<file path="config.mk">
export PLATFORM = sky130hd
export DESIGN_NAME = radix_string_converter
export DESIGN_NICKNAME = d
export VERILOG_FILES = /design/src/rtl/rsc_pkg.sv /design/src/rtl/rsc_ctrl.sv /design/src/rtl/rsc_datapath.sv /design/src/rtl/radix_string_converter.sv
export SDC_FILE = /design/constraint.sdc
export NUM_CORES = 1
export LEC_CHECK = 0
export ABC_AREA = 1
export BUFFER_PORTS_ARGS = -buffer_cell sky130_fd_sc_hd__buf_4
export CORE_MARGIN = 2
export CORE_UTILIZATION = 32
export CTS_BUF_LIST = sky130_fd_sc_hd__clkbuf_16
export DETAILED_ROUTE_END_ITERATION = 16
export PLACE_DENSITY = 0.56
export SYNTH_ARGS = -nofsm -noshare
export SYNTH_HDL_FRONTEND = slang
export SYNTH_HIERARCHICAL = 1
export SYNTH_SLANG_ARGS = --single-unit
</file>
<file path="constraint.sdc">
create_clock -name i_clk -period 5.15 [get_ports i_clk]
set_clock_uncertainty 0.2 [all_clocks]
set_input_delay 1.2875 -clock i_clk [delete_from_list [all_inputs] [get_ports i_clk]]
set_output_delay 1.2875 -clock i_clk [all_outputs]
set_load 0.01 [all_outputs]
</file>
<file path="src/rtl/rsc_pkg.sv">
// ----------------------------------------------------------------------------
// rsc_pkg
// Shared types, constants and digit coding for the radix string converter.
// ----------------------------------------------------------------------------
package rsc_pkg;

    localparam int RADIX_W   = 6;
    localparam int CFG_IDX_W = 1;
    localparam int STORE_DEPTH = 32;
    localparam int STORE_AW  = 5;
    localparam int COUNT_W   = 6;

    localparam logic [CFG_IDX_W-1:0] CFG_SRC_RADIX = 1'd0;
    localparam logic [CFG_IDX_W-1:0] CFG_DST_RADIX = 1'd1;

    localparam logic [RADIX_W-1:0] RADIX_MIN = 6'd2;
    localparam logic [RADIX_W-1:0] RADIX_MAX = 6'd36;
    localparam logic [RADIX_W-1:0] SRC_RESET = 6'd2;
    localparam logic [RADIX_W-1:0] DST_RESET = 6'd16;

    localparam logic [7:0] DIGIT_BASE = 8'd48;
    localparam logic [7:0] LOWER_BASE = 8'd87;
    localparam logic [7:0] UPPER_BASE = 8'd55;

    typedef struct packed {
        logic [7:0] char_in;
        logic       last_in;
    } t_in_item;

    typedef struct packed {
        logic [7:0] char_out;
        logic       last_out;
        logic       error;
    } t_out_item;

    // controller -> datapath
    typedef struct packed {
        logic fold;
        logic clear;
        logic store_zero;
        logic div_load;
        logic div_step;
        logic store_digit;
        logic emit_rd;
        logic err_out;
    } t_cmd;

    // datapath -> controller
    typedef struct packed {
        logic err;
        logic acc_zero;
        logic div_last;
        logic quo_zero;
        logic store_full;
        logic ptr_zero;
    } t_sts;

    function automatic logic [RADIX_W-1:0] clamp_radix(input logic [RADIX_W-1:0] r);
        logic [RADIX_W-1:0] v;
        v = r;
        if (r < RADIX_MIN) v = RADIX_MIN;
        if (r > RADIX_MAX) v = RADIX_MAX;
        return v;
    endfunction

    // {valid, value}
    function automatic logic [RADIX_W:0] digit_value(input logic [7:0] c);
        logic [RADIX_W:0] v;
        logic [7:0]       t;
        v = '0;
        t = '0;
        if (c >= 8'h30 && c <= 8'h39) begin
            t = c - DIGIT_BASE;
            v = {1'b1, t[RADIX_W-1:0]};
        end else if (c >= 8'h61 && c <= 8'h7a) begin
            t = c - LOWER_BASE;
            v = {1'b1, t[RADIX_W-1:0]};
        end else if (c >= 8'h41 && c <= 8'h5a) begin
            t = c - UPPER_BASE;
            v = {1'b1, t[RADIX_W-1:0]};
        end
        return v;
    endfunction

    function automatic logic [7:0] digit_char(input logic [RADIX_W-1:0] d);
        logic [7:0] c;
        if (d <= 6'd9) c = {2'b00, d} + DIGIT_BASE;
        else           c = {2'b00, d} + LOWER_BASE;
        return c;
    endfunction

endpackage

</file>
<file path="src/rtl/rsc_ctrl.sv">
// ----------------------------------------------------------------------------
// rsc_ctrl
// Sequencer: load characters, then divide out digits and play them back.
// ----------------------------------------------------------------------------
module rsc_ctrl (
    input  logic               i_clk,
    input  logic               i_rst_n,
    input  logic               i_start,
    input  logic               i_last,
    input  rsc_pkg::t_sts      i_sts,
    output rsc_pkg::t_cmd      o_cmd,
    output logic               o_busy
);

    localparam logic [2:0] S_IDLE  = 3'd0;
    localparam logic [2:0] S_CHECK = 3'd1;
    localparam logic [2:0] S_DIV   = 3'd2;
    localparam logic [2:0] S_STORE = 3'd3;
    localparam logic [2:0] S_EMIT  = 3'd4;

    logic [2:0] r_state;
    logic [2:0] n_state;

    always_ff @(posedge i_clk) begin
        if (!i_rst_n) begin
            r_state <= S_IDLE;
        end else begin
            r_state <= n_state;
        end
    end

    always_comb begin
        n_state = r_state;
        o_cmd   = '0;
        unique case (r_state)
            S_IDLE: begin
                if (i_start) begin
                    o_cmd.fold = 1'b1;
                    if (i_last) n_state = S_CHECK;
                end
            end
            S_CHECK: begin
                if (i_sts.err) begin
                    o_cmd.err_out = 1'b1;
                    o_cmd.clear   = 1'b1;
                    n_state       = S_IDLE;
                end else if (i_sts.acc_zero) begin
                    o_cmd.store_zero = 1'b1;
                    n_state          = S_EMIT;
                end else begin
                    o_cmd.div_load = 1'b1;
                    n_state        = S_DIV;
                end
            end
            S_DIV: begin
                o_cmd.div_step = 1'b1;
                if (i_sts.div_last) n_state = S_STORE;
            end
            S_STORE: begin
                o_cmd.store_digit = 1'b1;
                if (i_sts.quo_zero) begin
                    n_state = S_EMIT;
                end else if (i_sts.store_full) begin
                    o_cmd.err_out = 1'b1;
                    o_cmd.clear   = 1'b1;
                    n_state       = S_IDLE;
                end else begin
                    n_state = S_DIV;
                end
            end
            S_EMIT: begin
                o_cmd.emit_rd = 1'b1;
                if (i_sts.ptr_zero) begin
                    o_cmd.clear = 1'b1;
                    n_state     = S_IDLE;
                end
            end
            default: begin
                n_state = S_IDLE;
            end
        endcase
    end

    assign o_busy = (r_state != S_IDLE);

endmodule

</file>
<file path="src/rtl/rsc_datapath.sv">
// ----------------------------------------------------------------------------
// rsc_datapath
// Horner accumulator, bit-serial divider, digit store and result register.
// ----------------------------------------------------------------------------
module rsc_datapath #(
    parameter int VALUE_BITS = 32
) (
    input  logic                               i_clk,
    input  logic                               i_rst_n,
    input  logic                               i_cfg_we,
    input  logic [rsc_pkg::CFG_IDX_W-1:0]      i_cfg_idx,
    input  logic [rsc_pkg::RADIX_W-1:0]        i_cfg_data,
    input  rsc_pkg::t_in_item                  i_item,
    input  rsc_pkg::t_cmd                      i_cmd,
    output rsc_pkg::t_sts                      o_sts,
    output logic                               o_valid,
    output rsc_pkg::t_out_item                 o_result
);

    localparam int RW    = rsc_pkg::RADIX_W;
    localparam int PW    = VALUE_BITS + RW + 1;
    localparam int BIT_W = (VALUE_BITS > 1) ? $clog2(VALUE_BITS) : 1;

    logic [RW-1:0]                 r_src_radix;
    logic [RW-1:0]                 r_dst_radix;
    logic [VALUE_BITS-1:0]         r_acc;
    logic                          r_err;
    logic [VALUE_BITS-1:0]         r_quo;
    logic [RW-1:0]                 r_rem;
    logic [BIT_W-1:0]              r_bit;
    logic [rsc_pkg::COUNT_W-1:0]   r_cnt;
    logic [rsc_pkg::STORE_AW-1:0]  r_ptr;
    logic [RW-1:0]                 r_mem [rsc_pkg::STORE_DEPTH];
    logic [RW-1:0]                 r_rd_data;
    logic                          r_out_vld;
    logic                          r_out_last;
    logic                          r_out_err;

    logic [RW-1:0] w_src;
    logic [RW-1:0] w_dst;
    logic [RW:0]   w_dig;
    logic [PW-1:0] w_prod;
    logic          w_ovf;
    logic [RW:0]   w_rem_sh;
    logic          w_ge;
    logic [RW:0]   w_rem_sub;

    assign w_src  = rsc_pkg::clamp_radix(r_src_radix);
    assign w_dst  = rsc_pkg::clamp_radix(r_dst_radix);
    assign w_dig  = rsc_pkg::digit_value(i_item.char_in);
    assign w_prod = PW'(r_acc) * PW'(w_src) + PW'(w_dig[RW-1:0]);
    assign w_ovf  = |w_prod[PW-1:VALUE_BITS];

    assign w_rem_sh  = {r_rem, r_quo[VALUE_BITS-1]};
    assign w_ge      = (w_rem_sh >= {1'b0, w_dst});
    assign w_rem_sub = w_rem_sh - {1'b0, w_dst};

    always_ff @(posedge i_clk) begin
        if (!i_rst_n) begin
            r_src_radix <= rsc_pkg::SRC_RESET;
            r_dst_radix <= rsc_pkg::DST_RESET;
        end else if (i_cfg_we) begin
            unique case (i_cfg_idx)
                rsc_pkg::CFG_SRC_RADIX: r_src_radix <= i_cfg_data;
                rsc_pkg::CFG_DST_RADIX: r_dst_radix <= i_cfg_data;
                default: ;
            endcase
        end
    end

    // accumulator, error flag, digit count, playback pointer
    always_ff @(posedge i_clk) begin
        if (!i_rst_n) begin
            r_acc <= '0;
            r_err <= 1'b0;
            r_cnt <= '0;
            r_ptr <= '0;
        end else begin
            if (i_cmd.fold && !r_err) begin
                if (!w_dig[RW] || w_ovf) r_err <= 1'b1;
                else                     r_acc <= w_prod[VALUE_BITS-1:0];
            end
            if (i_cmd.store_zero) begin
                r_cnt <= rsc_pkg::COUNT_W'(1);
                r_ptr <= '0;
            end
            if (i_cmd.store_digit) begin
                r_cnt <= r_cnt + 1'b1;
                r_ptr <= r_cnt[rsc_pkg::STORE_AW-1:0];
            end
            if (i_cmd.emit_rd) begin
                r_ptr <= r_ptr - 1'b1;
            end
            if (i_cmd.clear) begin
                r_acc <= '0;
                r_err <= 1'b0;
                r_cnt <= '0;
            end
        end
    end

    // restoring divider, one quotient bit per cycle
    always_ff @(posedge i_clk) begin
        if (i_cmd.div_load) begin
            r_quo <= r_acc;
            r_rem <= '0;
            r_bit <= '0;
        end else if (i_cmd.div_step) begin
            r_quo <= {r_quo[VALUE_BITS-2:0], w_ge};
            r_rem <= w_ge ? w_rem_sub[RW-1:0] : w_rem_sh[RW-1:0];
            r_bit <= r_bit + 1'b1;
        end else if (i_cmd.store_digit) begin
            r_rem <= '0;
            r_bit <= '0;
        end
    end

    always_ff @(posedge i_clk) begin
        if (i_cmd.store_zero) begin
            r_mem[0] <= '0;
        end else if (i_cmd.store_digit) begin
            r_mem[r_cnt[rsc_pkg::STORE_AW-1:0]] <= r_rem;
        end
        if (i_cmd.emit_rd) begin
            r_rd_data <= r_mem[r_ptr];
        end
    end

    always_ff @(posedge i_clk) begin
        if (!i_rst_n) begin
            r_out_vld  <= 1'b0;
            r_out_last <= 1'b0;
            r_out_err  <= 1'b0;
        end else begin
            r_out_vld  <= i_cmd.emit_rd || i_cmd.err_out;
            r_out_last <= i_cmd.err_out || (r_ptr == '0);
            r_out_err  <= i_cmd.err_out;
        end
    end

    assign o_valid           = r_out_vld;
    assign o_result.char_out = r_out_err ? 8'd0 : rsc_pkg::digit_char(r_rd_data);
    assign o_result.last_out = r_out_last;
    assign o_result.error    = r_out_err;

    assign o_sts.err        = r_err;
    assign o_sts.acc_zero   = (r_acc == '0);
    assign o_sts.div_last   = (r_bit == BIT_W'(VALUE_BITS - 1));
    assign o_sts.quo_zero   = (r_quo == '0);
    assign o_sts.store_full = (r_cnt == rsc_pkg::COUNT_W'(rsc_pkg::STORE_DEPTH - 1));
    assign o_sts.ptr_zero   = (r_ptr == '0);

endmodule

</file>
<file path="src/rtl/radix_string_converter.sv">
// ----------------------------------------------------------------------------
// radix_string_converter
// ASCII numeral in, numeral in another radix out, one digit per strobe beat.
// ----------------------------------------------------------------------------
// Characters: one per cycle, accepted while o_busy is low.
// After the last character: a check state, then the bit-serial divider per output
// digit, then digits at one per cycle, each shown the cycle after its read.
// Error (or a full digit store) and a zero value each give one registered beat.
// Results cannot be stalled. Synchronous active-low reset clears all control
// state but the divider's bit count, and sets src_radix 2, dst_radix 16.
module radix_string_converter #(
    parameter int VALUE_BITS = 32
) (
    input  logic                           i_clk,
    input  logic                           i_rst_n,
    input  logic                           i_start,
    output logic                           o_busy,
    input  rsc_pkg::t_in_item              i_item,
    output logic                           o_valid,
    output rsc_pkg::t_out_item             o_result,
    input  logic                           i_cfg_we,
    input  logic [rsc_pkg::CFG_IDX_W-1:0]  i_cfg_idx,
    input  logic [rsc_pkg::RADIX_W-1:0]    i_cfg_data
);

    rsc_pkg::t_cmd w_cmd;
    rsc_pkg::t_sts w_sts;

    rsc_ctrl u_ctrl (
        .i_clk   (i_clk),
        .i_rst_n (i_rst_n),
        .i_start (i_start),
        .i_last  (i_item.last_in),
        .i_sts   (w_sts),
        .o_cmd   (w_cmd),
        .o_busy  (o_busy)
    );

    rsc_datapath #(
        .VALUE_BITS (VALUE_BITS)
    ) u_datapath (
        .i_clk      (i_clk),
        .i_rst_n    (i_rst_n),
        .i_cfg_we   (i_cfg_we),
        .i_cfg_idx  (i_cfg_idx),
        .i_cfg_data (i_cfg_data),
        .i_item     (i_item),
        .i_cmd      (w_cmd),
        .o_sts      (w_sts),
        .o_valid    (o_valid),
        .o_result   (o_result)
    );

endmodule
</file>
* Word level (Yosys, flattened, before mapping)
Memories as Yosys holds them, arrays and structs flattened. A register that Yosys moved wholly into a read port is not among the register bits. Index checks and enable logic that the tools add are counted.
Operators by class: eq/ne operators 10, mux-type cells 53, $add $sub $neg 10, order comparisons 12, reductions and logical operators 26, bitwise logic cells 3, $mul 1
Operators with widths (count):
- $logic_not A32 Y1 | 2
- $mux W32 | 2
- $mux W6 | 10
- $add A38 B6 Y39 | 1
- $mul A32 B6 Y38 | 1
- $mux W5 | 6
- $mux W3 | 7
- $mux W7 | 3
- $mux W1 | 17
- $ge A8 B7 Y1 const B | 2
- $le A8 B7 Y1 const B | 2
- $mux W8 | 2
- $pmux W3 S5 | 1
- $gt A6 B6 Y1 const B | 2
- $lt A6 B2 Y1 const B | 2
- $sub A6 B6 Y6 const B | 2
- $add A6 B7 Y8 const B | 1
- $ge A8 B6 Y1 const B | 1
- $le A8 B6 Y1 const B | 1
- $reduce_and A2 Y1 | 4
- $add A6 B6 Y7 const B | 1
- $ge A7 B6 Y1 | 1
- $reduce_or A7 Y1 | 1
- $add A6 B1 Y6 const B | 1
- other kinds (26) | 42
Word-level totals: memories 1, memory bits (writable) 192, register bits 105, output and inout bits 12
Memories:
- u_datapath.r_mem | words 32, bits a word 6, rd ports 1, clocked after memory_dff 1, wr ports 1, line rsc_datapath.sv:33 | logic [RW-1:0] r_mem [rsc_pkg::STORE_DEPTH];

* Depth between registers and ports, before layout
depth in word-level cells 10, mapped depth 38

* Modules after synthesis
The synthesis kept the hierarchy.
Modules (own cells, without submodules):
- rsc_datapath | seq. area each 8308.0 um^2, cells each 2309, instances 1, area an instance 20143.1 um^2
- rsc_ctrl | seq. area each 60.1 um^2, cells each 46, instances 1, area an instance 251.5 um^2

* Worst setup path before layout
OpenSTA, ideal clock, no wires.
kind register -> register, start register u_datapath.r_src_radix[5], end register u_datapath.r_acc[1], path slack -0.433 ns, required time 4.840 ns, library setup time 0.110 ns, arrival time 5.273 ns, cell stages (with the launch flop) 32, cell sequence dfxtp_1 -> clkbuf_1 -> inv_1 -> a21oi_1 -> inv_1 -> a31oi_1 -> nor2_1 -> inv_2 -> clkbuf_1 -> nor2_1 -> fa_1 -> fa_1 -> inv_1 -> fa_1 -> inv_1 -> ha_1 -> ha_1 -> nand2_1 -> inv_1 -> a21oi_1 -> inv_1 -> a21oi_1 -> nand2_1 -> nand2_1 -> nand2_1 -> nand2_1 -> nand3_1 -> nor2_4 -> buf_2 -> nand4_1 -> nand2_1 -> nor2_1
On the way: cells in the longest elaborated chain, start to end 9
Ends and longest elaborated chain:
- start, declared | line rsc_datapath.sv:24 | logic [RW-1:0] r_src_radix;
- start signal, assigned | line rsc_datapath.sv:60 | r_src_radix <= rsc_pkg::SRC_RESET;
- start signal, assigned | line rsc_datapath.sv:64 | rsc_pkg::CFG_SRC_RADIX: r_src_radix <= i_cfg_data;
- $lt A6 B2 Y1 | line rsc_pkg.sv:61 | if (r < RADIX_MIN) v = RADIX_MIN;
- $mux W6 | line rsc_pkg.sv:61
- $mux W6 * | line rsc_pkg.sv:62 | if (r > RADIX_MAX) v = RADIX_MAX;
- $mul A32 B6 Y38 * | line rsc_datapath.sv:51 | assign w_prod = PW'(r_acc) * PW'(w_src) + PW'(w_dig[RW-1:0]);
- $add A38 B6 Y39 * | line rsc_datapath.sv:51
- $reduce_or A7 Y1 | line rsc_datapath.sv:52 | assign w_ovf = |w_prod[PW-1:VALUE_BITS];
- $logic_or A1 B1 Y1 | line rsc_datapath.sv:80 | if (!w_dig[RW] || w_ovf) r_err <= 1'b1;
- $not A1 Y1 (no line)
- $reduce_and A2 Y1 (no line)
- end signal, assigned | line rsc_datapath.sv:81 | else r_acc <= w_prod[VALUE_BITS-1:0];
- end, declared | line rsc_datapath.sv:26 | logic [VALUE_BITS-1:0] r_acc;
Mark *: on every way between the ends. The rest lies on a longest branch, timed or not. A chain may end at the register's enable or synchronous reset.

* Final worst setup path
start register u_datapath.r_src_radix[4], end register u_datapath.r_acc[14]
Same word-level chain as after synthesis.

==> results <==
- The fmax is 0.178 GHz.
- Counting flops with an async set or reset pin after synthesis yields a share of 0%.
- The number of distinct standard cells referenced by the synthesized netlist is 48.
- The final max-slew violation count is 0.
- After the last flow step, the layout net total stands at 2803.
- The clock latency on the worst-skew pair is 0.55 ns.
- The layout has 6253 filler cells.
- The number of H-tree branching levels is 2.
- The synthesized cell area is 0.0204 mm².
- The class of the tightest hold or removal check is reg -> reg.
- During I/O placement, the number of pins put on the boundary was 32.
- Summing the areas of all fa, ha and maj instances in the mapped netlist gives 19.1% of the synthesized area.
- Of the total synthesized cell area, the portion taken by AND, OR, NAND and NOR gates is 20.8%.
- For this run, design rule violations remaining after detail routing come to 0.
- The first-pass iteration count of the detailed router is 6.
- During synthesis, Yosys emitted a total of 6 warnings.
- The cell chosen for the clock root is clkbuf_16.
- Compared with the post-synthesis result, the final layout area differs by 26.0%.
- The chip width is 256 µm.
- The mean cell area of the mapped netlist is 8.66 µm².
- The checks that failed: setup timing.
- In the synthesized netlist, the number of instances is 2355.
- In this run the vertical extent of the chip is 256 µm.
- The CTS tree is yes.
- At the end of routability-driven placement, the weighted congestion stood at 0.899.
- Yosys mapped a number of flops with a built-in enable equal to 230.
- For this design, the CTS-stage hold fixing added 0 buffers.
- The final routed wire length divided by cell count is 17.1 µm.
- The number of placement rows is 92.
- STA classifies the critical path startpoint as a flip-flop.
- The placeable core region is 0.0631 mm².
- No sink is reached through more buffers than the 3 on the longest clock path.
- The most prevalent standard cell on the critical path is nand2_1.
- The pin count of the biggest net entering global routing is 98.
- Clock-pin slew was measured on the worst setup and hold paths at 0.06 ns.
- The category of the most critical setup path is reg -> reg.
- The leakage power is 11.5 nW.
- Max-cap violations in this run came to 0.
- In the final layout, the share of cells above drive strength 1 is 20.9%.
- The worst path in the final design needs a cycle of 5.61 ns, including I/O delays and setup.
- In the synthesized netlist the dominant register cell turns out to be edfxtp_1.
- The cell count of the worst hold path is 1.
- The worst IR drop on VDD is 0.213 mV.
- The total CTS buffers is 36.
- Setup total negative slack on the finished layout was measured at -13.90 ns.
- The number of register bits inferred by synthesis is 303.
- The number of setup violations in the final report is 33.
- The slowest stage of the critical path is the fa_1 cell.
- The starting density of the core is 32.3%.
- The count of antenna diodes in the layout is 0.
- The path depth of the worst reg2reg path is 34.
- Of the total synthesized cell area, the portion taken by XOR and XNOR cells is 1.50%.
- The transition time of the tightest slew-check pin is 1.19 ns.
- Clock tree synthesis found a total of 303 sinks.
- Setup repair after global routing could not meet its margin everywhere.
- The mean number of vias per cell is 4.96.
- The post-detailed-placement half-perimeter wirelength is 40900 µm.
- The overall overflow remaining after global route is 0.
- The top fanout value on the critical path is 8.
- In the global route stage, overall resource usage came out at 17.6%.
- In this design, the stage delay of the slowest critical-path cell is 0.50 ns.
- The number of antenna violations at the first check in global routing is 0.
- The number of hold violations in the final report is 0.
- After synthesis, the largest family of logic cells by area is simple AND/OR/NAND/NOR gates.
- The compound-gate portion of the synthesized area is 9.84%.
- Data on the critical path is required at its endpoint by 5.39 ns.
- The sort of element at the end of the critical path is a flip-flop.
- The run finished, with violations left.
- Counting every net in the synthesized netlist gives 2611.
- The worst path uses 109% of the clock period.
- The via count of the first global-routing pass is 17100.
- The worst pin sits at a relative slew slack of 20.7%.
- The total design power is 9.38 mW.
- During placement, the flow inserted port buffers numbering 31.
- Setup slack on the critical path of the routed design comes to -0.461 ns.
- The global-route wire length before repair is 92500 µm.
- The number of vias after detailed routing is 16900.
- The area of the die is 0.0658 mm².
- The multiplexer area fraction after synthesis is 0%.
- The fraction of the yosys area taken by sequential cells is 41.0%.
- After the first detailed-routing iteration, the DRC count stood at 1179.
- The areal power density over the cells is 365 mW/mm².
- Once detail routing completed, the nets flagged for antenna violations numbered 0.
- STA puts the critical path data arrival time at 5.86 ns.
- Wires add up to 58500 µm.
-- path summary, 6_finish.rpt --
path	startpoint	end	slack [ns]
setup reg to reg	u_datapath/r_src_radix[4]	u_datapath/r_acc[14]	-0.46
setup / recovery	u_datapath/r_src_radix[4]	u_datapath/r_acc[14]	-0.46
hold reg to reg	u_datapath/r_bit[3]	u_datapath/r_bit[3]	0.27
hold / removal	u_datapath/r_bit[3]	u_datapath/r_bit[3]	0.27
-- worst max-delay path, delay by kind of cell, from the launching register on --
family | cells | cell delay (ns)
adders and majority gates | 5 | 2.07
buffers and inverters | 13 | 1.36
DFF | 1 | 0.36
AOI/OAI and AO/OA | 2 | 0.31
and+or+nand+nor | 14 | 1.20
-- per-layer routing --
metal  routed length [µm]  share of wire [%]  global-route usage, %  vias to the layer above
met5                    0                  0                      0                        -
met4                 1930                3.3                   6.41                        0
met3                 2530                4.3                   2.20                      110
met2                28500                 49                   29.9                      408
met1                25500                 44                   22.9                     8279
li1                     -                  -                      -                     8148
-- cell usage after synthesis (3+ instances only) --
cell        n  share of area (%)
o21bai_1    7               0.26
o211ai_1    4               0.15
buf_1       6               0.11
xnor2_1    22               0.94
o21ai_0   178                4.4
nand3b_1    7               0.26
inv_2       7               0.13
dfxtp_1    73                7.2
o221ai_1   41                1.8
nand2_2     5               0.15
ha_1      111                6.8
fa_1      125                 12
a21o_1      3               0.11
nor3_1     15               0.37
nor2_1    417                7.7
nand2_1   434                8.0
nor2_2      4               0.12
o22ai_1     9               0.28
or2_2       3              0.092
edfxtp_1  230                 34
nand3_2     5               0.25
clkbuf_1   67                1.2
nand4_1    44                1.3
clkinv_1    6               0.11
buf_2       6               0.15
inv_1     314                5.8
nand3_1    57                1.4
nor2_4      4               0.22
a21oi_1    73                1.8
a32oi_1     6               0.26
xor2_1     13               0.56
nor4_1     19               0.58
a31oi_1    17               0.52
buf_6       3               0.17
buf_4       3               0.11
-- state kept, by name, summed over array words and instances, names as in the netlist --
register / flops
u_datapath/r_rem: 6
u_datapath/r_rd_data: 6
u_datapath/r_out_last: 1
u_datapath/r_src_radix: 6
u_ctrl/r_state: 3
u_datapath/r_dst_radix: 6
u_datapath/r_bit: 5
u_datapath/r_cnt: 6
u_datapath/r_acc: 32
u_datapath/r_err: 1
u_datapath/o_valid: 1
u_datapath/r_ptr: 5
u_datapath/r_out_err: 1
u_datapath/r_quo: 32
u_datapath/r_mem: 192
-- kinds of logic after synthesis --
kind of cell | Yosys count
and+or+nand+nor | 1021
adders and majority gates | 236
AOI/OAI and AO/OA | 348
xor gates and xnor gates | 35
buffers and inverters | 412
DFF | 303
-- area by class of cell --
type,instances,area (µm²),area share [%]
Clock inverter,27,248,0.964
Multi-Input combinational cell,1640,11700,45.6
Sequential cell,303,8380,32.6
Timing Repair Buffer,239,2160,8.39
Tap cell,846,1060,4.12
Clock buffer,36,901,3.51
Inverter,327,1240,4.81
-- per-stage QoR --
step | hold WS (ns) | cell area [µm²] | setup slack, ns | cells | utilization, %
4_1_cts | 0.277 | 25100 | -0.420 | 3407 | 39.9
3_5_place_dp | 0.263 | 22900 | -0.555 | 3318 | 36.3
3_3_place_gp | 0.248 | 22900 | -0.536 | 3318 | 36.3
6_report | 0.272 | 25700 | -0.461 | 3418 | 40.7
5_1_grt | 0.301 | 25700 | -0.739 | 3418 | 40.7
2_1_floorplan | 0.234 | 20600 | 0.000597 | 2355 | -
-- report_power, final --
part | switching [mW] | internal (mW) | total [mW]
registers | 0.235 | 2.98 | 3.22
clock network | 1.02 | 1.48 | 2.49
logic | 2.13 | 1.53 | 3.66
total | 3.38 | 6.00 | 9.38
-- cells in the final DEF, fill, tap and decap left out, types with 51 or more instances in the layout --
| cell | netlist | routed |
|---|---|---|
| dfxtp_1 | 73 | 69 |
| buf_4 | 3 | 207 |
| nor2_1 | 417 | 361 |
| nand3_1 | 57 | 51 |
| fa_1 | 125 | 114 |
| ha_1 | 111 | 63 |
| o21ai_0 | 178 | 172 |
| nand2_1 | 434 | 388 |
| edfxtp_1 | 230 | 230 |
| inv_1 | 314 | 308 |
-- timing repair --
action | CTS | global route
cloned | 8 | 2
gates resized for setup | 141 | 122
pin swaps | 75 | 45
buffers inserted | 19 | 11
endpoints found under the setup margin | 33 | 33
(Power assumes the default switching activity.)
